==> src/rtl/pfa_pkg.sv <==
// Shared types, constants and the control store for the page frame allocator.
// No dependencies; every other file of the block imports this package.
`timescale 1ns / 1ps

package pfa_pkg;

    localparam int MAX_FRAMES = 1024;
    localparam int FRAME_W    = $clog2(MAX_FRAMES);
    localparam int MAX_COUNT  = 64;
    localparam int COUNT_W    = 7;
    localparam int CFG_W      = 11;

    localparam logic [CFG_W-1:0]   CFG_RESET  = CFG_W'(MAX_FRAMES);
    localparam logic [FRAME_W-1:0] TOTAL_SAT  = FRAME_W'(MAX_FRAMES - 1);

    // Command codes.
    localparam logic [1:0] OP_ALLOC   = 2'd0;
    localparam logic [1:0] OP_FREE    = 2'd1;
    localparam logic [1:0] OP_REBUILD = 2'd2;

    // Result status codes.
    localparam logic [1:0] ST_OK    = 2'd0;
    localparam logic [1:0] ST_SHORT = 2'd1;
    localparam logic [1:0] ST_RANGE = 2'd2;

    typedef struct packed {
        logic [1:0]         op;
        logic [COUNT_W-1:0] count;
        logic [FRAME_W-1:0] free_frame;
    } t_cmd;

    typedef struct packed {
        logic [1:0]         status;
        logic [FRAME_W-1:0] alloc_frame;
        logic               last;
        logic [FRAME_W-1:0] frames_free;
    } t_res;

    // Microprogram addresses.
    typedef enum logic [3:0] {
        S_IDLE  = 4'd0,
        S_ACHK  = 4'd1,
        S_ARD   = 4'd2,
        S_APOP  = 4'd3,
        S_AREJ  = 4'd4,
        S_FCHK  = 4'd5,
        S_FPUSH = 4'd6,
        S_FREJ  = 4'd7,
        S_RINIT = 4'd8,
        S_RFILL = 4'd9,
        S_RDONE = 4'd10
    } t_step;

    typedef enum logic [2:0] {
        C_NEVER,
        C_ALWAYS,
        C_DISPATCH,
        C_ABAD,
        C_FBAD,
        C_CNT_MORE,
        C_FILL_MORE
    } t_cond;

    typedef enum logic [2:0] {
        DP_NOP,
        DP_READ,
        DP_POP,
        DP_PUSH,
        DP_FINIT,
        DP_FILL,
        DP_FDONE
    } t_dp_op;

    typedef enum logic [2:0] {
        E_NONE,
        E_POP,
        E_OK,
        E_AREJ,
        E_RANGE
    } t_emit;

    typedef struct packed {
        t_cond  cond;
        t_step  target;
        logic   done;
        t_dp_op dp;
        t_emit  emit;
    } t_uword;

    typedef struct packed {
        logic abad;
        logic fbad;
        logic cnt_more;
        logic fill_more;
    } t_flags;

    typedef struct packed {
        logic               we;
        logic [FRAME_W-1:0] waddr;
        logic [FRAME_W-1:0] wdata;
        logic               re;
        logic [FRAME_W-1:0] raddr;
    } t_mem_req;

    // Control store. Idle dispatches by op; a taken jump goes to target;
    // otherwise done returns to idle and a clear done goes to the next address.
    function automatic t_uword uc_rom(input t_step step);
        t_uword w;
        w = '{cond: C_NEVER, target: S_IDLE, done: 1'b1, dp: DP_NOP, emit: E_NONE};
        case (step)
            S_IDLE:  w = '{C_DISPATCH,  S_IDLE,  1'b0, DP_NOP,   E_NONE};
            S_ACHK:  w = '{C_ABAD,      S_AREJ,  1'b0, DP_NOP,   E_NONE};
            S_ARD:   w = '{C_NEVER,     S_IDLE,  1'b0, DP_READ,  E_NONE};
            S_APOP:  w = '{C_CNT_MORE,  S_ARD,   1'b1, DP_POP,   E_POP};
            S_AREJ:  w = '{C_NEVER,     S_IDLE,  1'b1, DP_NOP,   E_AREJ};
            S_FCHK:  w = '{C_FBAD,      S_FREJ,  1'b0, DP_NOP,   E_NONE};
            S_FPUSH: w = '{C_NEVER,     S_IDLE,  1'b1, DP_PUSH,  E_OK};
            S_FREJ:  w = '{C_NEVER,     S_IDLE,  1'b1, DP_NOP,   E_RANGE};
            S_RINIT: w = '{C_NEVER,     S_IDLE,  1'b0, DP_FINIT, E_NONE};
            S_RFILL: w = '{C_FILL_MORE, S_RFILL, 1'b0, DP_FILL,  E_NONE};
            S_RDONE: w = '{C_NEVER,     S_IDLE,  1'b1, DP_FDONE, E_OK};
            default: w = '{C_NEVER,     S_IDLE,  1'b1, DP_NOP,   E_NONE};
        endcase
        return w;
    endfunction

endpackage

==> src/rtl/pfa_useq.sv <==
// Microcode sequencer: step counter, control store lookup and jump logic.
// Depends on pfa_pkg for the control word, the flags and the program.
`timescale 1ns / 1ps

module pfa_useq
    import pfa_pkg::*;
(
    input  logic       i_clk,
    input  logic       i_rst_n,
    input  logic       i_start,
    input  logic [1:0] i_op,
    input  t_flags     i_flags,
    output t_uword     o_uw,
    output logic       o_accept,
    output logic       o_busy
);

    t_step  r_upc;
    t_step  n_upc;
    t_uword uw;
    logic   taken;

    assign uw       = uc_rom(r_upc);
    assign o_uw     = uw;
    assign o_busy   = (r_upc != S_IDLE);
    assign o_accept = i_start && (r_upc == S_IDLE);

    always_comb begin
        case (uw.cond)
            C_ALWAYS:    taken = 1'b1;
            C_ABAD:      taken = i_flags.abad;
            C_FBAD:      taken = i_flags.fbad;
            C_CNT_MORE:  taken = i_flags.cnt_more;
            C_FILL_MORE: taken = i_flags.fill_more;
            default:     taken = 1'b0;
        endcase

        if (uw.cond == C_DISPATCH) begin
            n_upc = S_IDLE;
            if (o_accept) begin
                case (i_op)
                    OP_ALLOC:   n_upc = S_ACHK;
                    OP_FREE:    n_upc = S_FCHK;
                    OP_REBUILD: n_upc = S_RINIT;
                    default:    n_upc = S_IDLE;
                endcase
            end
        end else if (taken) begin
            n_upc = uw.target;
        end else if (uw.done) begin
            n_upc = S_IDLE;
        end else begin
            n_upc = t_step'(r_upc + 4'd1);
        end
    end

    // Reset enters the rebuild routine so the list is built before first use.
    always_ff @(posedge i_clk) begin
        if (!i_rst_n) begin
            r_upc <= S_RINIT;
        end else begin
            r_upc <= n_upc;
        end
    end

endmodule

==> config.mk <==
export PLATFORM = sky130hd
export DESIGN_NAME = pfa_useq
export DESIGN_NICKNAME = d
export VERILOG_FILES = /design/src/rtl/pfa_pkg.sv /design/src/rtl/pfa_useq.sv
export SDC_FILE = /design/constraint.sdc
export NUM_CORES = 1
export LEC_CHECK = 0
export BUFFER_PORTS_ARGS = -buffer_cell sky130_fd_sc_hd__buf_2
export CAP_MARGIN = 40
export CORE_MARGIN = 3
export CORE_UTILIZATION = 50
export CTS_CLUSTER_SIZE = 40
export DETAILED_ROUTE_END_ITERATION = 16
export GPL_TIMING_DRIVEN = 0
export PLACE_DENSITY = 0.76
export SLEW_MARGIN = 20
export SYNTH_ARGS = -nofsm -noshare
export SYNTH_HDL_FRONTEND = slang
export SYNTH_SLANG_ARGS = --single-unit
==> constraint.sdc <==
create_clock -name i_clk -period 2.6 [get_ports i_clk]
set_clock_uncertainty 0.05 [all_clocks]
set_input_delay 0.26 -clock i_clk [delete_from_list [all_inputs] [get_ports i_clk]]
set_output_delay 0.26 -clock i_clk [all_outputs]
set_load 0.01 [all_outputs]
# [After elaboration in Yosys (flattened, before gate mapping)]
# Memory sizes are Yosys's and may differ from the RTL's. A register that Yosys moved wholly into a read port is not among the register bits.
# Cells that the tools add are included.
[totals] output_inout_bits=16 elab_cells=22 mem_bits_ro=224 n_memories=1 reg_bits=4
[classes] add_sub_neg=1 reduce_logical=4 n_eq_ne=8 mux=7
[memory_table] name="(name not given)" words=16 word_bits=14 rd=1 rd_ports_with_merged_regs=1 write_ports=0 line_no="pfa_pkg.sv:110" text="case (step)"
[op_table] operator="$mux 4" count=5
[op_table] operator="$pmux 4 s3" count=1
[op_table] operator="$eq 3x3->1 const B" count=3
[op_table] operator="$eq 3x2->1 const B" count=2
[op_table] operator="$pmux 1 s5" count=1
[op_table] operator="$add 4x1->4 const B" count=1
[op_table] operator="$logic_not 4->1" count=1
[op_table] operator="$reduce_bool 4->1" count=1
[op_table] operator="$eq 3x1->1 const B" count=1
[op_table] operator="$eq 2x1->1 const B" count=1
[op_table] operator="$eq 2x2->1 const B" count=1
[op_table] operator="$logic_not 2->1" count=1
[op_table] operator="$logic_and 1x1->1" count=1

# [Logic depth before layout (Yosys ltp)]
# Gate-level depths: netlist (run 1).
[depth] ltp_word=5 mapped_depth=9 mapped_depth_nobuf=8

# [Worst setup path before layout (run 1)]
# Ideal clock, no wire load.
[synth_path] path_kind="register to register" startpoint="register, netlist name o_uw[12]" endpoint="register, netlist name o_uw[4]" t_arrival_ns=1.809 path_buffers=2 stages_incl_launch_ff=9 path_slack_ns=0.654 setup_ns=0.087 path_cell_list="dfxtp_1 or3b_1 buf_6 nor3_4 and2_4 nor3_2 buf_6 nor3b_1 nor4b_2"
[synth_via] elab_chain_len=5 elab_cells_between_ends=10 classes_between="eq/ne (6); mux (4)"
[synth_rtl] element="$eq 3x3->1 (tied with other cells)" line_no="pfa_useq.sv:29" text="case (uw.cond)"
[synth_rtl] element="$pmux 1 s5" line_no="pfa_useq.sv:29"
[synth_rtl] element="$mux 4" line_no="pfa_useq.sv:48" text="end else if (taken) begin"
[synth_rtl] element="$mux 4 (*)" line_no="pfa_useq.sv:38" text="if (uw.cond == C_DISPATCH) begin"
[synth_rtl] element="$mux 4 (no line) (*)"
# Mark *: on every way between the ends. The rest lies on a longest branch, timed or not.
# A chain may end at the register's enable or synchronous reset.

# [Final worst setup path (run 1)]
[layout_path] startpoint="register, netlist name o_uw[12]" endpoint="register, netlist name o_uw[13]"
[layout_via] elab_chain_len=5 elab_cells_between_ends=10 classes_between="eq/ne (6); mux (4)"
[layout_rtl] element="$eq 3x3->1 (tied with other cells)" line_no="pfa_useq.sv:29"
[layout_rtl] element="$pmux 1 s5" line_no="pfa_useq.sv:29"
[layout_rtl] element="$mux 4" line_no="pfa_useq.sv:48"
[layout_rtl] element="$mux 4 (*)" line_no="pfa_useq.sv:38"
[layout_rtl] element="$mux 4 (no line) (*)"
# Marks and branches as above.

==> run metrics, run 1 <==
Max Root-Sink Buffers 2; Crit path max-delay family compound AO/OA/AOI/OAI gates; period utilization 0.8188; initial antenna violation count 0; Startpoint Class flip-flop; arrival time worst endpoint 2.31 ns; Core Area 0.001745 mm²; # setup viols final 0; setup repair bufs after CTS 0; largest net degree at the start of global routing 11; fill cell count 153; slowest CP cell dfxtp_1; Worst Setup Path Type reg -> reg; area fraction of the dominant cell type after synthesis 0.3835; Area after DPL 0.001091 mm²; Bufs and invs on worst path 1; Seq/Total Area, Yosys 0.3835; Finished Cell Area 0.001127 mm²; synthesized area around 940 µm²; pins over their slew limit 0; Power Dens Cells 1179 mW/mm²; Worst path depth 7; Worst Hold Margin 0.2201 ns; Slew HR 0.6634; DRC 0; Layout area overhead 19.97%; GRT overflow 0; first-pass detailed-route iteration total 4; RR Endpoint o_uw[13]; unrepaired setup endpoints after global routing no; Via Count 797; global-route wire length before repair 3270 µm; H-tree depth 1; yosys warns 0; r2r setup slk 0.47 ns; Rows 15; ys async rst share 0; layout cells sized above 1 0.3203; Sink Count 18; die area 0.002435 mm²; clock insertion delay at the later pin of the skew report 0.29 ns; Yosys cell types 44; Register-to-Register Path Depth 7; minimum clock period 2.129 ns; Post-synth EDFFs 0; CP max FO 10; post_cts resized 0; WL/cell 12.58 µm; actual slew at the worst max-slew pin 0.5003 ns; CTS tree built; end of the critical path o_uw[13]; Inserted Clock Buffers 3; HP Class in -> reg; final setup TNS 0 ns; initial DRC count 11; WP data required 2.78 ns; Top FF cell, synth dfxtp_1; hold buffers post-CTS 0; final hold violations 0; syn nets 111; Port-buffer cells 24; critical path cell sequence mux2i_1, or3b_1, nand4b_1, a21oi_1, clkbuf_1, nand2_1, o2bb2ai_1; vias per cell 5.209; global placement routability congestion approximately 0.8; status finished, final reports clean; delay of the slowest critical-path stage approximately 0.42 ns; post-synth top area cell dfxtp_1; clock-pin slew of the registers on the worst-case setup and hold paths 0.10 ns; leakage power a little over 0.5 nW; Peak VDD IR 0.8067 mV; vias in the first global route 778; placed wire-length estimate around 1500 µm; Max Cap Viol 0; achievable frequency 0.4698 GHz; Seq cells post-synth 18; die width roughly 49 µm; routed wire length 1924 µm; Die Y 49.35 µm; Initial Util 0.5384; Crit. End Element flip-flop; Tot GR Track Use 0.1704; clk root buf clkbuf_4; synthesized area per cell approximately 9.4 µm²; worst setup path start o_uw[12]; Antenna Cells 0; dominant cells by area after synthesis dfxtp_1, buf_6, a21oi_1; nets@finish 140; IO Count 25; FF-to-FF Start o_uw[12]; cell count after synthesis 100; Final ANT Viol Nets 0
## cell type report
type / count / area [µm²] / share of cell area
sequential: 18 / 360.3 / 0.3196
clock buffer: 4 / 36.28 / 0.03219
multi-input combinational: 72 / 519.2 / 0.4606
tap: 25 / 31.28 / 0.02775
inverter: 6 / 22.52 / 0.01998
timing repair buffer: 24 / 120.1 / 0.1065
buffer: 4 / 37.54 / 0.03330
## cells by family after synthesis
logic type      count (synthesis)  synth area share
xor+xnor                        3           0.02797
mux                             2           0.02264
compound gates                 21            0.1625
flops                          18            0.3835
buf+inv                        10           0.06391
simple gates                   44            0.3129
fa+ha+maj                       2           0.02663
## synthesized netlist by cell type (2+ instances only)
| master | instances |
|---|---|
| a21oi_1 | 6 |
| ha_1 | 2 |
| and2_1 | 3 |
| nor3b_1 | 3 |
| a211oi_1 | 2 |
| dfxtp_1 | 18 |
| buf_6 | 3 |
| o21ai_0 | 4 |
| nor2_1 | 5 |
| nand2b_1 | 2 |
| inv_1 | 6 |
| nand2_1 | 8 |
| xnor2_1 | 2 |
| or3b_1 | 3 |
| nand3_1 | 3 |
| nor4_1 | 2 |
## flip-flops by register name, summed over array words and instances, names as in the netlist
name and count:
r_upc 4, o_uw 14
## through the flow
step	total power [mW]	util	std cells	setup slack [ns]
floorplan	0.9824	-	100	0.6537
global placement	1.153	0.6251	149	0.5125
detailed placement	1.168	0.6251	149	0.4884
CTS	1.337	0.6459	153	0.4595
global route	1.441	0.6459	153	0.2769
finish	1.329	0.6459	153	0.4712
## layer usage
metal,share of wire,GRT usage
met1,0.46,0.2008
met2,0.46,0.2879
met3,0.057,0.03364
met4,0.022,0.09005
met5,0,0
## cells in the final DEF, fill, tap and decap left out, types with 2 or more instances in the layout
cell type   n
a211oi_1    2
a21oi_1     6
and2_1      3
buf_2      24
buf_6       3
clkbuf_4    3
dfxtp_1    18
ha_1        2
inv_1       6
nand2_1     8
nand2b_1    2
nand3_1     3
nor2_1      5
nor3b_1     3
nor4_1      2
o21ai_0     4
or3b_1      3
xnor2_1     2
## tightest hold or removal path, cell delays in order
cell     delay [ns]
buf_2          0.15
nand2_1        0.07
nor2_1         0.04
## worst min path at each step
stage,endpoint,slack (ns),from,cells past startpoint
after floorplan,r_upc[0],0.32,i_rst_n,2
after global placement,o_uw[11],0.52,i_rst_n,3
after detailed placement,o_uw[11],0.52,i_rst_n,3
after CTS,o_uw[11],0.22,i_rst_n,3
after global routing,o_uw[11],0.22,i_rst_n,3
final,o_uw[11],0.22,i_rst_n,3
## power by group
group	leakage, nW	total (mW)	switching [mW]	internal, mW
Sequential	0.148	0.422	0.0611	0.361
Clock	0.0210	0.168	0.0827	0.0854
Combinational	0.342	0.740	0.400	0.340
Note: power is estimated with default switching activity, not from simulation.
==> inputs of run 2 (changes only) <==
- CORE_UTILIZATION: 50 -> 45
- PLACE_DENSITY: 0.76 -> 0.73
- clock period: 2.6 -> 1.8 ns (I/O delays scaled with it)
==> run metrics, run 2 (synthesis gave the netlist of run 1 again) <==
initial DRC count 36 (was 11); most frequent cells in the layout buf_2, dfxtp_1, nand2_1, buf_4, inv_1 (was buf_2, dfxtp_1, nand2_1); layout cells sized above 1 0.5612 (was 0.3203); global-route wire length before repair 4250 µm (was 3270 µm); Max Cap Viol 0 (unchanged); Slew HR 0.7427 (was 0.6634); Int Pwr 1.428 mW (was 0.7857 mW); Max Root-Sink Buffers 2 (unchanged); Tot Pwr 2.447 mW (was 1.329 mW); Peak VDD IR 1.216 mV (was 0.8067 mV); first-pass detailed-route iteration total 4 (unchanged); period utilization 1.150 (was 0.8188); CP max FO 7 (was 10); die width 51.70 µm (was 49.35 µm); Final ANT Viol Nets 0 (unchanged); IO Count 25 (unchanged); Tot GR Track Use 0.2144 (was 0.1704); Die Y 51.70 µm (was 49.35 µm); routed wire length 2606 µm (was 1924 µm); Rows 15 (unchanged); sw power 1.019 mW (was 0.5438 mW); Crit. End Element flip-flop (unchanged); Layout area overhead 45.54% (was 19.97%); clock insertion delay at the later pin of the skew report 0.30 ns (was 0.29 ns); vias in the first global route 908 (was 778); Finished Cell Area 0.001368 mm² (was 0.001127 mm²); metal3 WL 136 µm (was 110 µm); commonest non-fill, non-tap cell in the layout buf_2 (unchanged); actual slew at the worst max-slew pin 0.3830 ns (was 0.5003 ns); arrival time worst endpoint 2.25 ns (was 2.31 ns); Inserted Clock Buffers 3 (unchanged); vias per cell 5.616 (was 5.209); die area 0.002672 mm² (was 0.002435 mm²); minimum clock period 2.069 ns (was 2.129 ns); Largest register FFs 14 (unchanged); Initial Util 0.5109 (was 0.5384); achievable frequency 0.4833 GHz (was 0.4698 GHz); Startpoint Class flip-flop (unchanged); largest net degree at the start of global routing 11 (unchanged); unrepaired setup endpoints after global routing yes (was no); # setup viols final 15 (was 0); Port-buffer cells 24 (unchanged); Gate power share 0.634 (was 0.557); Power Dens Cells 1790 mW/mm² (was 1179 mW/mm²); uppermost routed layer met4 (unchanged); delay of the slowest critical-path stage 0.43 ns (was 0.42 ns); met1 wire length 1083 µm (was 877 µm); clock-pin slew of the registers on the worst-case setup and hold paths 0.10 ns (about the same); status finished, violations left (was finished, final reports clean); Sink Count 18 (unchanged); Sequential Power Share 0.264 (was 0.317); placed wire-length estimate 1656 µm (was 1476 µm); global placement routability congestion 0.7483 (was 0.8015); critical path cell sequence or3b_1, buf_6, nand2b_4, nor4_2, a311o_2, buf_6, or2_0, a21oi_1 (was mux2i_1, or3b_1, nand4b_1, a21oi_1, clkbuf_1, nand2_1, o2bb2ai_1); CTS tree built (unchanged); HP Class in -> reg (unchanged); WL/cell 15.89 µm (was 12.58 µm); Clock Power Share 0.102 (was 0.126); Via Count 921 (was 797); switching power as a share of total power 0.4164 (was 0.4090); Antenna Cells 0 (unchanged); clk root buf clkbuf_4 (unchanged); leakage power 0.6037 nW (was 0.5110 nW); pins over their slew limit 0 (unchanged); most frequent CP cell buf_6; WP data required 1.98 ns (was 2.78 ns); failing checks setup timing; initial antenna violation count 0 (unchanged); final hold violations 0 (unchanged); Final WS setup -0.2692 ns (was 0.4712 ns); Area after DPL 0.001104 mm² (was 0.001091 mm²); H-tree depth 1 (unchanged); slowest CP cell a311o_2 (was dfxtp_1); DRC 0 (unchanged); wire length on met2 1287 µm (was 894 µm); GRT overflow 0 (unchanged); Worst Setup Path Type reg -> reg (unchanged); Core Area 0.001839 mm² (was 0.001745 mm²); nets@finish 151 (was 140)
## run 2: cell count changes in the layout (fill, tap and decap cells not counted), sizes merged
cell	previous run	this run
buf	27	38
## run 2: final timing paths
check	slack [ns]	depth (start not counted)	endpoint	start
worst max-delay path	-0.27	8	o_uw[1]	o_uw[12]
worst min-delay path	0.16	3	o_uw[11]	i_rst_n
worst max register to register	-0.27	8	o_uw[1]	o_uw[12]
worst min register to register	0.67	4	o_uw[6]	o_uw[8]
## run 2: metal layers
layer | global-route usage | vias up
li1 | - | 437
met3 | 0.02006 | 13
met4 | 0.1135 | 0
met5 | 0 | -
met2 | 0.3814 | 41
met1 | 0.2518 | 430
## run 2: repair_timing
item / CTS / global route
pin swaps: 4 / 9
hold buffers: 0 / 0
cloned: 1 / 1
setup endpoints to repair: 16 / 17
hold endpoints to repair: 0 / 0
resized for setup: 14 / 19
buffers inserted: 3 / 6
## run 2: worst max-delay path, delay by kind of cell (launching register included)
family          cells  cell delay, ns
flops               1            0.39
compound gates      2            0.55
buf+inv             2            0.32
simple gates        4            0.68
## run 2: through the flow
step	hold slack [ns]	setup WS [ns]	setup TNS, ns	instances	utilization
2_1_floorplan	0.2364	-0.07850	-0.4402	100	-
3_3_place_gp	0.4315	-0.2140	-2.115	149	0.6000
3_5_place_dp	0.4396	-0.3137	-3.596	149	0.6000
4_1_cts	0.1367	-0.2368	-2.529	157	0.6728
5_1_grt	0.1785	-0.3446	-3.825	164	0.7435
6_report	0.1590	-0.2692	-2.846	164	0.7435
## run 2: power by group through the flow
stage	clock, mW	combinational (mW)	sequential [mW]
after global placement	0	1.05	0.618
final	0.250	1.55	0.646
after CTS	0.252	1.28	0.622
after floorplan	0	0.778	0.654
after detailed placement	0	1.10	0.628
after global routing	0.265	1.68	0.660
## run 2: area by class of cell
type / count / area [µm²]
inverters: 6 / 22.52
repair buffers: 35 / 201.4
clock buffers: 4 / 36.28
plain buffers: 4 / 41.29
flip-flops and latches: 18 / 371.6
fillers: 142 / 471.7
multi-input cells: 72 / 663.1
well taps: 25 / 31.28
