--- src/rtl/pfa_pkg.sv ---
// Shared types, constants and the control store for the page frame allocator.
// No dependencies; every other file of the block imports this package.
`timescale 1ns / 1ps

package pfa_pkg;

    localparam int MAX_FRAMES = 1024;
    localparam int FRAME_W    = $clog2(MAX_FRAMES);
    localparam int MAX_COUNT  = 64;
    localparam int COUNT_W    = 7;
    localparam int CFG_W      = 11;

    localparam logic [CFG_W-1:0]   CFG_RESET  = CFG_W'(MAX_FRAMES);
    localparam logic [FRAME_W-1:0] TOTAL_SAT  = FRAME_W'(MAX_FRAMES - 1);

    // Command codes.
    localparam logic [1:0] OP_ALLOC   = 2'd0;
    localparam logic [1:0] OP_FREE    = 2'd1;
    localparam logic [1:0] OP_REBUILD = 2'd2;

    // Result status codes.
    localparam logic [1:0] ST_OK    = 2'd0;
    localparam logic [1:0] ST_SHORT = 2'd1;
    localparam logic [1:0] ST_RANGE = 2'd2;

    typedef struct packed {
        logic [1:0]         op;
        logic [COUNT_W-1:0] count;
        logic [FRAME_W-1:0] free_frame;
    } t_cmd;

    typedef struct packed {
        logic [1:0]         status;
        logic [FRAME_W-1:0] alloc_frame;
        logic               last;
        logic [FRAME_W-1:0] frames_free;
    } t_res;

    // Microprogram addresses.
    typedef enum logic [3:0] {
        S_IDLE  = 4'd0,
        S_ACHK  = 4'd1,
        S_ARD   = 4'd2,
        S_APOP  = 4'd3,
        S_AREJ  = 4'd4,
        S_FCHK  = 4'd5,
        S_FPUSH = 4'd6,
        S_FREJ  = 4'd7,
        S_RINIT = 4'd8,
        S_RFILL = 4'd9,
        S_RDONE = 4'd10
    } t_step;

    typedef enum logic [2:0] {
        C_NEVER,
        C_ALWAYS,
        C_DISPATCH,
        C_ABAD,
        C_FBAD,
        C_CNT_MORE,
        C_FILL_MORE
    } t_cond;

    typedef enum logic [2:0] {
        DP_NOP,
        DP_READ,
        DP_POP,
        DP_PUSH,
        DP_FINIT,
        DP_FILL,
        DP_FDONE
    } t_dp_op;

    typedef enum logic [2:0] {
        E_NONE,
        E_POP,
        E_OK,
        E_AREJ,
        E_RANGE
    } t_emit;

    typedef struct packed {
        t_cond  cond;
        t_step  target;
        logic   done;
        t_dp_op dp;
        t_emit  emit;
    } t_uword;

    typedef struct packed {
        logic abad;
        logic fbad;
        logic cnt_more;
        logic fill_more;
    } t_flags;

    typedef struct packed {
        logic               we;
        logic [FRAME_W-1:0] waddr;
        logic [FRAME_W-1:0] wdata;
        logic               re;
        logic [FRAME_W-1:0] raddr;
    } t_mem_req;

    // Control store. Idle dispatches by op; a taken jump goes to target;
    // otherwise done returns to idle and a clear done goes to the next address.
    function automatic t_uword uc_rom(input t_step step);
        t_uword w;
        w = '{cond: C_NEVER, target: S_IDLE, done: 1'b1, dp: DP_NOP, emit: E_NONE};
        case (step)
            S_IDLE:  w = '{C_DISPATCH,  S_IDLE,  1'b0, DP_NOP,   E_NONE};
            S_ACHK:  w = '{C_ABAD,      S_AREJ,  1'b0, DP_NOP,   E_NONE};
            S_ARD:   w = '{C_NEVER,     S_IDLE,  1'b0, DP_READ,  E_NONE};
            S_APOP:  w = '{C_CNT_MORE,  S_ARD,   1'b1, DP_POP,   E_POP};
            S_AREJ:  w = '{C_NEVER,     S_IDLE,  1'b1, DP_NOP,   E_AREJ};
            S_FCHK:  w = '{C_FBAD,      S_FREJ,  1'b0, DP_NOP,   E_NONE};
            S_FPUSH: w = '{C_NEVER,     S_IDLE,  1'b1, DP_PUSH,  E_OK};
            S_FREJ:  w = '{C_NEVER,     S_IDLE,  1'b1, DP_NOP,   E_RANGE};
            S_RINIT: w = '{C_NEVER,     S_IDLE,  1'b0, DP_FINIT, E_NONE};
            S_RFILL: w = '{C_FILL_MORE, S_RFILL, 1'b0, DP_FILL,  E_NONE};
            S_RDONE: w = '{C_NEVER,     S_IDLE,  1'b1, DP_FDONE, E_OK};
            default: w = '{C_NEVER,     S_IDLE,  1'b1, DP_NOP,   E_NONE};
        endcase
        return w;
    endfunction

endpackage

--- src/rtl/pfa_dpath.sv ---
// Datapath of the allocator: list head, free total, command and sweep
// registers, the size register and the result register. Depends on pfa_pkg.
`timescale 1ns / 1ps

module pfa_dpath
    import pfa_pkg::*;
(
    input  logic               i_clk,
    input  logic               i_rst_n,
    input  logic               i_accept,
    input  t_cmd               i_cmd,
    input  logic               i_cfg_we,
    input  logic [CFG_W-1:0]   i_cfg_wdata,
    input  t_uword             i_uw,
    input  logic [FRAME_W-1:0] i_rdata,
    output t_mem_req           o_mem,
    output t_flags             o_flags,
    output logic               o_res_strobe,
    output t_res               o_res
);

    logic [CFG_W-1:0]   r_cfg_total;
    t_cmd               r_cmd;
    logic [COUNT_W-1:0] r_cnt,   n_cnt;
    logic [FRAME_W-1:0] r_head,  n_head;
    logic [FRAME_W-1:0] r_total, n_total;
    logic [FRAME_W-1:0] r_idx,   n_idx;
    logic [FRAME_W-1:0] r_tm1,   n_tm1;
    logic               r_rd_zero, n_rd_zero;
    logic               r_quiet, n_quiet;
    logic               r_strobe, n_strobe;
    t_res               r_res, n_res;

    logic [CFG_W-1:0]   eff_total;
    logic [FRAME_W-1:0] link;
    logic [1:0]         arej_status;

    always_comb begin
        if (r_cfg_total < CFG_W'(2)) begin
            eff_total = CFG_W'(2);
        end else if (r_cfg_total > CFG_W'(MAX_FRAMES)) begin
            eff_total = CFG_W'(MAX_FRAMES);
        end else begin
            eff_total = r_cfg_total;
        end
    end

    // Frame zero is the end mark; following it yields zero again.
    assign link = r_rd_zero ? '0 : i_rdata;

    always_comb begin
        if (r_cmd.count > COUNT_W'(MAX_COUNT)) begin
            arej_status = ST_RANGE;
        end else if ({3'b000, r_cmd.count} > r_total) begin
            arej_status = ST_SHORT;
        end else begin
            arej_status = ST_OK;
        end
    end

    assign o_flags.abad      = (r_cmd.count > COUNT_W'(MAX_COUNT))
                            || ({3'b000, r_cmd.count} > r_total)
                            || (r_cmd.count == '0);
    assign o_flags.fbad      = (r_cmd.free_frame == '0)
                            || ({1'b0, r_cmd.free_frame} >= eff_total);
    assign o_flags.cnt_more  = (r_cnt != COUNT_W'(1));
    assign o_flags.fill_more = (r_idx != r_tm1);

    always_comb begin
        n_cnt     = r_cnt;
        n_head    = r_head;
        n_total   = r_total;
        n_idx     = r_idx;
        n_tm1     = r_tm1;
        n_rd_zero = r_rd_zero;
        n_quiet   = r_quiet;
        o_mem     = '{we: 1'b0, waddr: r_cmd.free_frame, wdata: r_head,
                      re: 1'b0, raddr: r_head};

        if (i_accept) begin
            n_cnt = i_cmd.count;
        end

        case (i_uw.dp)
            DP_READ: begin
                o_mem.re  = 1'b1;
                n_rd_zero = (r_head == '0);
            end
            DP_POP: begin
                n_head  = link;
                n_total = r_total - FRAME_W'(1);
                n_cnt   = r_cnt - COUNT_W'(1);
            end
            DP_PUSH: begin
                o_mem.we = 1'b1;
                n_head   = r_cmd.free_frame;
                if (r_total != TOTAL_SAT) begin
                    n_total = r_total + FRAME_W'(1);
                end
            end
            DP_FINIT: begin
                n_idx = FRAME_W'(1);
                n_tm1 = FRAME_W'(eff_total - CFG_W'(1));
            end
            DP_FILL: begin
                o_mem.we    = 1'b1;
                o_mem.waddr = r_idx;
                o_mem.wdata = (r_idx == r_tm1) ? '0 : r_idx + FRAME_W'(1);
                n_idx       = r_idx + FRAME_W'(1);
            end
            DP_FDONE: begin
                n_head  = FRAME_W'(1);
                n_total = r_tm1;
                n_quiet = 1'b0;
            end
            default: begin
            end
        endcase

        n_res = '{status: ST_OK, alloc_frame: '0, last: 1'b1, frames_free: n_total};
        n_strobe = 1'b1;
        case (i_uw.emit)
            E_POP: begin
                n_res.alloc_frame = r_head;
                n_res.last        = (r_cnt == COUNT_W'(1));
            end
            E_OK: begin
                // The rebuild that follows reset delivers no item.
                n_strobe = !r_quiet;
            end
            E_AREJ:  n_res.status = arej_status;
            E_RANGE: n_res.status = ST_RANGE;
            default: n_strobe = 1'b0;
        endcase
    end

    always_ff @(posedge i_clk) begin
        if (!i_rst_n) begin
            r_cfg_total <= CFG_RESET;
            r_quiet     <= 1'b1;
            r_strobe    <= 1'b0;
        end else begin
            if (i_cfg_we) begin
                r_cfg_total <= i_cfg_wdata;
            end
            r_quiet  <= n_quiet;
            r_strobe <= n_strobe;
        end
    end

    always_ff @(posedge i_clk) begin
        if (i_accept) begin
            r_cmd <= i_cmd;
        end
        r_cnt     <= n_cnt;
        r_head    <= n_head;
        r_total   <= n_total;
        r_idx     <= n_idx;
        r_tm1     <= n_tm1;
        r_rd_zero <= n_rd_zero;
        r_res     <= n_res;
    end

    assign o_res_strobe = r_strobe;
    assign o_res        = r_res;

endmodule

--- config.mk ---
export PLATFORM = sky130hd
export DESIGN_NAME = pfa_dpath
export DESIGN_NICKNAME = d
export VERILOG_FILES = /design/src/rtl/pfa_pkg.sv /design/src/rtl/pfa_dpath.sv
export SDC_FILE = /design/constraint.sdc
export NUM_CORES = 1
export LEC_CHECK = 0
export ABC_AREA = 1
export BUFFER_PORTS_ARGS = -buffer_cell sky130_fd_sc_hd__buf_2
export CELL_PAD_IN_SITES_DETAIL_PLACEMENT = 1
export CELL_PAD_IN_SITES_GLOBAL_PLACEMENT = 2
export CORE_MARGIN = 10
export CORE_UTILIZATION = 29
export DETAILED_ROUTE_END_ITERATION = 7
export GPL_ROUTABILITY_DRIVEN = 0
export PLACE_DENSITY = 0.78
export SETUP_SLACK_MARGIN = 0.1
export SLEW_MARGIN = 10
export SYNTH_ARGS = -nofsm -noshare
export SYNTH_HDL_FRONTEND = slang
export SYNTH_SLANG_ARGS = --single-unit
--- constraint.sdc ---
create_clock -name i_clk -period 1.97 [get_ports i_clk]
set_input_delay 0.0985 -clock i_clk [delete_from_list [all_inputs] [get_ports i_clk]]
set_output_delay 0.0985 -clock i_clk [all_outputs]
set_load 0.03 [all_outputs]
# Word-level counts from Yosys, hierarchy flattened
# Index checks and enable logic that the tools add are counted.
op_classes:
  n_addsub: 5
  magnitude_cmp: 5
  n_eq_ne: 16
  muxes: 17
  n_reduce_logical: 13
op_table:
  columns: ["operator", "count"]
  rows:
  - ["10-bit one-hot mux with 3 select lines", 2]
  - ["10-bit two-way mux", 3]
  - ["11-bit two-way mux", 2]
  - ["10-bit by 1-bit adder with 10-bit output, second input constant", 2]
  - ["10-bit logical NOT", 2]
  - ["20-bit two-way mux", 1]
  - ["10-bit one-hot mux with 2 select lines", 1]
  - ["10-bit by 1-bit subtractor with 10-bit output, second input constant", 2]
  - ["7-bit two-way mux", 2]
  - ["3-bit by 2-bit equality test with 1-bit output, second input constant", 4]
  - ["3-bit equality test, second input constant", 4]
  - ["10-bit by 11-bit >= comparator with 1-bit output", 1]
  - ["11-bit greater-than comparator, second input constant", 1]
  - ["11-bit by 2-bit less-than comparator with 1-bit output, second input constant", 1]
  - ["10-bit equality test", 1]
  - ["7-bit by 10-bit greater-than comparator with 1-bit output", 1]
  - ["10-bit inequality test", 1]
  - ["10-bit inequality test, second input constant", 1]
  - ["7-bit by 1-bit equality test with 1-bit output, second input constant", 1]
  - ["7-bit greater-than comparator, second input constant", 1]
  - ["7-bit logical NOT", 1]
  - ["7-bit by 1-bit inequality test with 1-bit output, second input constant", 1]
  - ["7-bit by 1-bit subtractor with 7-bit output, second input constant", 1]
  - ["3-bit by 1-bit equality test with 1-bit output, second input constant", 2]
  - ["other kinds (12)", 17]
totals:
  reg_bits: 91
  in_bits: 58
  output_inout_bits: 60

# Longest topological paths before layout
# Gate-level depths: netlist (run 1).
depth:
  ltp_word: 5
  depth_mapped: 14
  ltp_nobuf: 14

# Least setup slack after synthesis (run 1)
# No wires, ideal clock.
synth_path:
  path_kind: "input -> register"
  from: "input i_uw[5] (netlist name)"
  to: "register r_res, in the netlist o_res[5], data pin"
  setup_ps: 266
  arrival_ps: 1820
  t_required_ps: 1704
  slack_ps: -116
  cell_stages: 9
  n_path_buf: 0
  cell_sequence: "inv_1 nand3_1 ha_1 nand2_1 o21ai_0 a21oi_1 or2_2 nand3_1 o21ai_0"
synth_lines:
  columns: ["element", "line", "text"]
  rows:
  - ["start, declared", "pfa_dpath.sv:14", "input t_uword i_uw,"]
  - ["end signal, assigned", "pfa_dpath.sv:161", "r_res <= n_res;"]
  - ["end, declared", "pfa_dpath.sv:32", "t_res r_res, n_res;"]

==> flow_metrics.py, run 1 <==
metrics = {
    "global_route": {
        "grt_max_degree": 21,
        "antenna_found_initial": 0,
        "grt_pass1_vias": 5453,
        "grt_usage_pct": 15.0,
        "grt_overflow_total": 0,
        "grt_pass1_wl_um": 28600,
    },
    "worst_setup_path": {
        "endpoint_kind": "output pin",
        "critPathKind": "flop to output pin",
        "r2r_start": "r_cfg_total[6]",
        "crit_fanout": 6,
        "path_cells": "nor2_2 > nand2_1 > nor2_2 > nand2_2 > nand2_4 > nand2_2 > nand2_2 > inv_2 > ha_4 > nand2_4 > nor3_2 > nand4_1 > nand4_1 > buf_6",
        "worstPathArrival_ns": 2.32,
        "path_common_cell": "nand2_2",
        "startpoint_type": "flop",
        "worstRegToRegCells": 14,
        "cp_slowest_cell": "dfxtp_2",
        "r2r-end": "r_tm1[9]",
        "max_stage_delay_ns": 0.33,
        "worstPathRequired_ns": 1.87,
        "r2r_slack_ns": 0.02,
    },
    "final_layout": {
        "antenna_cells": 0,
        "nNetsFinal": 892,
        "post-route-util_pct": 44.8,
        "area_growth_syn_to_layout_pct": 52.6,
        "drive_gt1_share_pct": 42.3,
    },
    "timing": {
        "slew_headroom_pct": 44.8,
        "tns_ns": -2.11,
        "final_max_slew_viol_count": 0,
        "tightest_slew_ns": 0.817,
        "setup_slack_ns": -0.445,
        "fin_worst_skew_ns": 0.0120,
        "rsz0062_at_grt": "yes",
        "min_period_ns": 2.42,
        "setup_violations": 13,
        "whs_ns": 0.0508,
        "fin_crit_sh_pct": 123,
        "max_freq_mhz": 414,
        "hold_viol": 0,
    },
    "synth": {
        "synthArstFlopShare_pct": 0,
        "synth_nets": 674,
        "synth_edf_count": 65,
        "synthFlopType": "edfxtp_1",
        "ys_seq_area_share_pct": 48.8,
        "syn_inst": 586,
        "yosys_warnings": 0,
        "synth_cell_types": 40,
        "avgSynthCellArea_sq_um": 8.64,
        "syn_area_sq_mm": 0.00506,
        "ys_seq_elements": 91,
    },
    "pwr": {
        "irDropWorstVdd_v": 0.000418,
        "power_frac_clock_pct": 29.8,
        "power_frac_comb_pct": 29.8,
        "p_int_w": 0.00385,
        "switching_share_pct": 33.4,
        "pwr_density_cell_mw_per_mm2": 747,
        "p_seq_share_pct": 40.4,
        "power.leakage_nw": 3.44,
        "switchingPower_w": 0.00193,
    },
    "placement": {
        "dp_hpwl_um": 13400,
        "numPortBuffers": 107,
    },
    "detailed_routing": {
        "vias": 4915,
        "final_antenna_net_count": 0,
        "drt_iter0_drc": 220,
        "drtPass1Iterations": 4,
        "drt-total-wl_um": 18200,
        "via_per_inst": 4.75,
        "routedWlPerCell_um": 17.6,
        "drc_errors": 0,
    },
    "cts": {
        "clock-root-buffer": "clkbuf_16",
        "cts.path.max_buffers": 2,
        "cts_max_level": 3,
        "cts_sinks": 91,
        "numCtsBuffers": 9,
        "clkTransAtPathRegs_ns": 0.07,
        "cts_tree": "built",
        "clock_latency_ns": 0.36,
    },
    "die": {
        "fp.dieH_um": 152,
        "rows": 48,
        "core-area_sq_mm": 0.0172,
        "initial_core_util_pct": 29.4,
        "fp.dieW_um": 152,
        "die_area_sq_mm": 0.0231,
        "ios": 118,
    },
    "worst_hold_path": {
        "hold_path_end": "r_quiet",
        "hp-class": "input port to flop",
        "hold_depth": 2,
        "min_from": "i_rst_n",
    },
    "job": {
        "cap_violations": 0,
    },
    "run_status": {
        "run_status": "finished, violations left",
        "violations": "negative setup slack",
    },
}
## sequential cells by signal, summed over array words and instances (netlist names)
| register | count |
|---|---|
| r_cmd | 17 |
| r_idx | 10 |
| r_cfg_total | 11 |
| r_cnt | 7 |
| o_res | 23 |
| r_head | 10 |
| r_rd_zero | 1 |
| o_res_strobe | 1 |
| r_tm1 | 10 |
| r_quiet | 1 |
## cells in the mapped netlist (5+ instances only)
cell type  number  share of area [%]
nand4_1        14                1.7
inv_1          75                5.6
xor2_1         10                1.7
nand2_1       126                9.3
nor4_1          7               0.86
xnor2_1         7                1.2
nand3_1        23                2.3
edfxtp_1       65                 39
nor3_1          7               0.69
dfxtp_1        26                 10
ha_1           29                7.2
nor2_1         63                4.7
clkbuf_1        7               0.52
a21oi_1        20                2.0
a32o_1          7                1.4
nand2_2         5               0.62
o21ai_0        57                5.6
## metal layers
metal | GRT usage [%] | share of wire, %
met2 | 26.0 | 49
met5 | 0 | 0
met3 | 4.06 | 5.3
met4 | 4.13 | 1.4
met1 | 17.9 | 44
## how the worst max path moves through the flow
stage / from / slack [ns] / to
after detailed placement: r_cfg_total[5] / -0.12 / o_flags[2]
final: r_cfg_total[2] / -0.45 / o_flags[2]
after global placement: r_cfg_total[4] / -0.01 / o_flags[2]
after CTS: r_cfg_total[6] / -0.43 / o_flags[2]
after global routing: r_cfg_total[2] / -0.58 / o_flags[2]
after floorplan: r_cfg_total[4] / 0.003 / o_flags[2]
## kinds of logic after synthesis
kind of cell	after synthesis	synth area share, %
DFF	91	48.8
and+or+nand+nor	261	22.7
AOI/OAI and AO/OA	97	11.0
adders and majority gates	30	7.56
buffers and inverters	90	6.97
xor gates and xnor gates	17	2.94
## power groups by stage
stage,sequential [W],clock [W],combinational (W)
6_report,0.00233,0.00172,0.00172
5_1_grt,0.00234,0.00183,0.00189
4_1_cts,0.00233,0.00177,0.00156
3_5_place_dp,0.00237,0,0.00125
3_3_place_gp,0.00237,0,0.00120
2_1_floorplan,0.00244,0,0.000702
## worst max-delay path, delay by kind of cell, from the launching register on
family        cells  cell delay [ns]
flops             1             0.33
buf+inv           2             0.21
simple gates     11             1.16
fa+ha+maj         1             0.27
## placed cells by master (no fill, tap or decap), types with 3 or more instances in the layout
cell type,instances
xor2_1,8
clkbuf_16,9
a21oi_1,10
dfxtp_1,17
nor2_2,8
nand2_2,20
nand3_2,10
dfxtp_2,9
ha_1,14
o21ai_2,11
nand3b_1,3
inv_2,14
nand4_1,14
o21ai_1,8
xnor2_1,7
nand3_1,13
nor2_4,9
edfxtp_1,65
inv_1,61
nor2_1,52
buf_4,72
nor3_1,4
buf_6,24
o21ai_0,38
nand2_4,13
a21oi_2,9
or2_4,3
dlygate4sd3_1,28
a32o_1,7
buf_2,93
ha_4,13
nand2_1,100
nor3_2,3
nor4_1,6
## stage by stage
stage	setup WS, ns	instances	area, sq um	total power [W]
floorplan	0.00321	586	5110	0.00314
finish	-0.445	1034	7730	0.00577
CTS	-0.432	1017	7330	0.00566
global placement	-0.0101	948	6190	0.00357
global route	-0.578	1034	7730	0.00606
detailed placement	-0.116	948	6190	0.00362
## cell type report
type	instances	area [sq um]
Timing Repair Buffer	218	1580
Sequential cell	91	2480
Multi-Input combinational cell	406	2800
Tap cell	225	282
Clock inverter	7	63.8
Fill cell	1982	9510
Clock buffer	9	225
Inverter	78	297
## repair_timing
item | in CTS | in global routing
setup endpoints to repair | 19 | 27
hold endpoints to repair | 28 | 0
gates cloned | 2 | 0
hold buffers | 28 | 0
gates resized for setup | 114 | 77
pin swaps | 37 | 44
buffers inserted | 24 | 20
Power figures use the tool's default switching activity.
==> run 2, diff against run 1 <==
--- a/config.mk
+++ b/config.mk
@@ -13,6 +13,7 @@
 export CORE_UTILIZATION = 29
 export DETAILED_ROUTE_END_ITERATION = 7
 export GPL_ROUTABILITY_DRIVEN = 0
+export MAX_ROUTING_LAYER = met4
 export PLACE_DENSITY = 0.78
 export SETUP_SLACK_MARGIN = 0.1
 export SLEW_MARGIN = 10
==> flow_metrics.py, run 2 (synthesis results as in run 1) <==
metrics = {
    "worst_setup_path": {
        "critPathKind": "flop to output pin",
        "worstPathRequired_ns": 1.87,
        "path_cells": "nor2_2 > nand2_1 > nor2_2 > nand2_2 > nand2_4 > nand2_1 > ha_1 > nand2_1 > nor3_2 > nand4_1 > nand4_1 > buf_6",
        "path_common_cell": "nand2_1",
        "crit_fanout": 6,
        "cp-startpoint": "r_cfg_total[2]",
        "max_stage_delay_ns": 0.33,
        "startpoint_type": "flop",
        "endpoint_kind": "output pin",
        "r2r_start": "o_res[3]",
        "worstPathArrival_ns": 2.37,
        "cp_slowest_cell": "dfxtp_2",
    },
    "final_layout": {
        "design_area_sq_mm": 0.00773,
        "antenna_cells": 0,
        "nFillCells": 1984,
        "nNetsFinal": 892,
        "area_growth_syn_to_layout_pct": 52.7,
        "final_common_cell": "nand2_1",
        "largest_reg_flops": 23,
        "drive_gt1_share_pct": 42.3,
        "final_cell_mix": "nand2_1, buf_2, buf_4",
        "finalNonFillerCells": 1034,
    },
    "global_route": {
        "grt_usage_pct": 15.5,
        "grt_max_degree": 21,
        "grt_pass1_wl_um": 28500,
        "grt_pass1_vias": 5465,
        "grt_overflow_total": 0,
        "antenna_found_initial": 0,
    },
    "timing": {
        "slew_headroom_pct": 46.6,
        "fin_worst_skew_ns": 0.0121,
        "whs_ns": 0.0548,
        "final_max_slew_viol_count": 0,
        "rsz0062_at_grt": "yes",
        "hold_viol": 0,
        "min_period_ns": 2.47,
        "max_freq_mhz": 406,
        "setup_violations": 13,
        "setup_slack_ns": -0.495,
        "tightest_slew_ns": 0.791,
        "fin_crit_sh_pct": 125,
    },
    "detailed_routing": {
        "final_antenna_net_count": 0,
        "drtPass1Iterations": 5,
        "drt_iter0_drc": 215,
        "drc_errors": 0,
        "via_per_inst": 4.75,
        "vias": 4916,
        "drt-total-wl_um": 18300,
        "routedWlPerCell_um": 17.7,
    },
    "pwr": {
        "p_total_w": 0.00577,
        "power.leakage_nw": 3.44,
        "pwr_density_cell_mw_per_mm2": 746,
        "irDropWorstVdd_v": 0.000422,
    },
    "cts": {
        "cts.path.max_buffers": 2,
        "clock_latency_ns": 0.36,
        "numCtsBuffers": 9,
        "cts_max_level": 3,
        "clock-root-buffer": "clkbuf_16",
        "cts_sinks": 91,
        "cts_tree": "built",
        "clkTransAtPathRegs_ns": 0.07,
    },
    "run_status": {
        "run_status": "finished, violations left",
        "violations": "negative setup slack",
    },
    "placement": {
        "placed_cells": 948,
        "dp_hpwl_um": 13400,
        "placed_cell_area_sq_mm": 0.00619,
        "numPortBuffers": 107,
    },
    "worst_hold_path": {
        "min_from": "i_cfg_wdata[0]",
        "hp-class": "input port to flop",
    },
    "die": {
        "ios": 118,
        "fp.dieH_um": 152,
        "core-area_sq_mm": 0.0172,
        "rows": 48,
        "die_area_sq_mm": 0.0231,
        "fp.dieW_um": 152,
        "initial_core_util_pct": 29.4,
    },
    "job": {
        "cap_violations": 0,
    },
}
## run 2: power breakdown
part	internal (W)	total, W	leakage, nW	switching [W]
combinational	0.000738	0.00172	2.46	0.000978
clock	0.000889	0.00172	0.145	0.000836
sequential	0.00222	0.00233	0.835	0.000115
## run 2: timing repair
action | CTS | global route
hold buffers | 28 | 0
resized for setup | 114 | 77
pin swaps | 37 | 48
setup endpoints to repair | 19 | 27
endpoints found under the hold margin | 28 | 0
buffers inserted | 24 | 20
cloned | 2 | 0
## run 2: final timing paths
check	endpoint	slack, ns	depth (start not counted)
worst min register to register	r_quiet	0.45	2
worst max register to register	o_res[8]	0.05	12
worst max-delay path	o_flags[2]	-0.50	12
worst min-delay path	r_cfg_total[0]	0.05	3
## run 2: layout make-up
cell class | instances | area [sq um] | share of cell area (%)
inverter | 78 | 297 | 3.83
clock buffer | 9 | 225 | 2.91
clock inverter | 7 | 63.8 | 0.825
tap | 225 | 282 | 3.64
sequential | 91 | 2480 | 32.1
timing repair buffer | 218 | 1580 | 20.4
multi-input combinational | 406 | 2800 | 36.3
## run 2: through the flow
stage | setup TNS [ns] | utilization [%] | setup slack, ns
floorplan | 0 | - | 0.00321
global placement | -0.0101 | 35.9 | -0.0101
detailed placement | -0.157 | 35.9 | -0.116
CTS | -2.02 | 42.5 | -0.432
global route | -3.77 | 44.9 | -0.613
finish | -2.18 | 44.9 | -0.495
## run 2: layer usage
layer / vias to the layer above / part of all wire, % / routed length [um] / global-route usage, %
li1: 2424 / - / - / -
met1: 2350 / 45 / 8290 / 18.6
met2: 121 / 49 / 8950 / 25.9
met3: 21 / 4.6 / 833 / 3.53
met4: 0 / 1.2 / 223 / 3.58
met5: - / 0 / 0 / -
## run 2: critical path, delay by kind of cell, from the launching register on
family        cells  cell delay, ns
buf+inv           1            0.15
simple gates     10            1.20
fa+ha+maj         1            0.32
flops             1            0.33
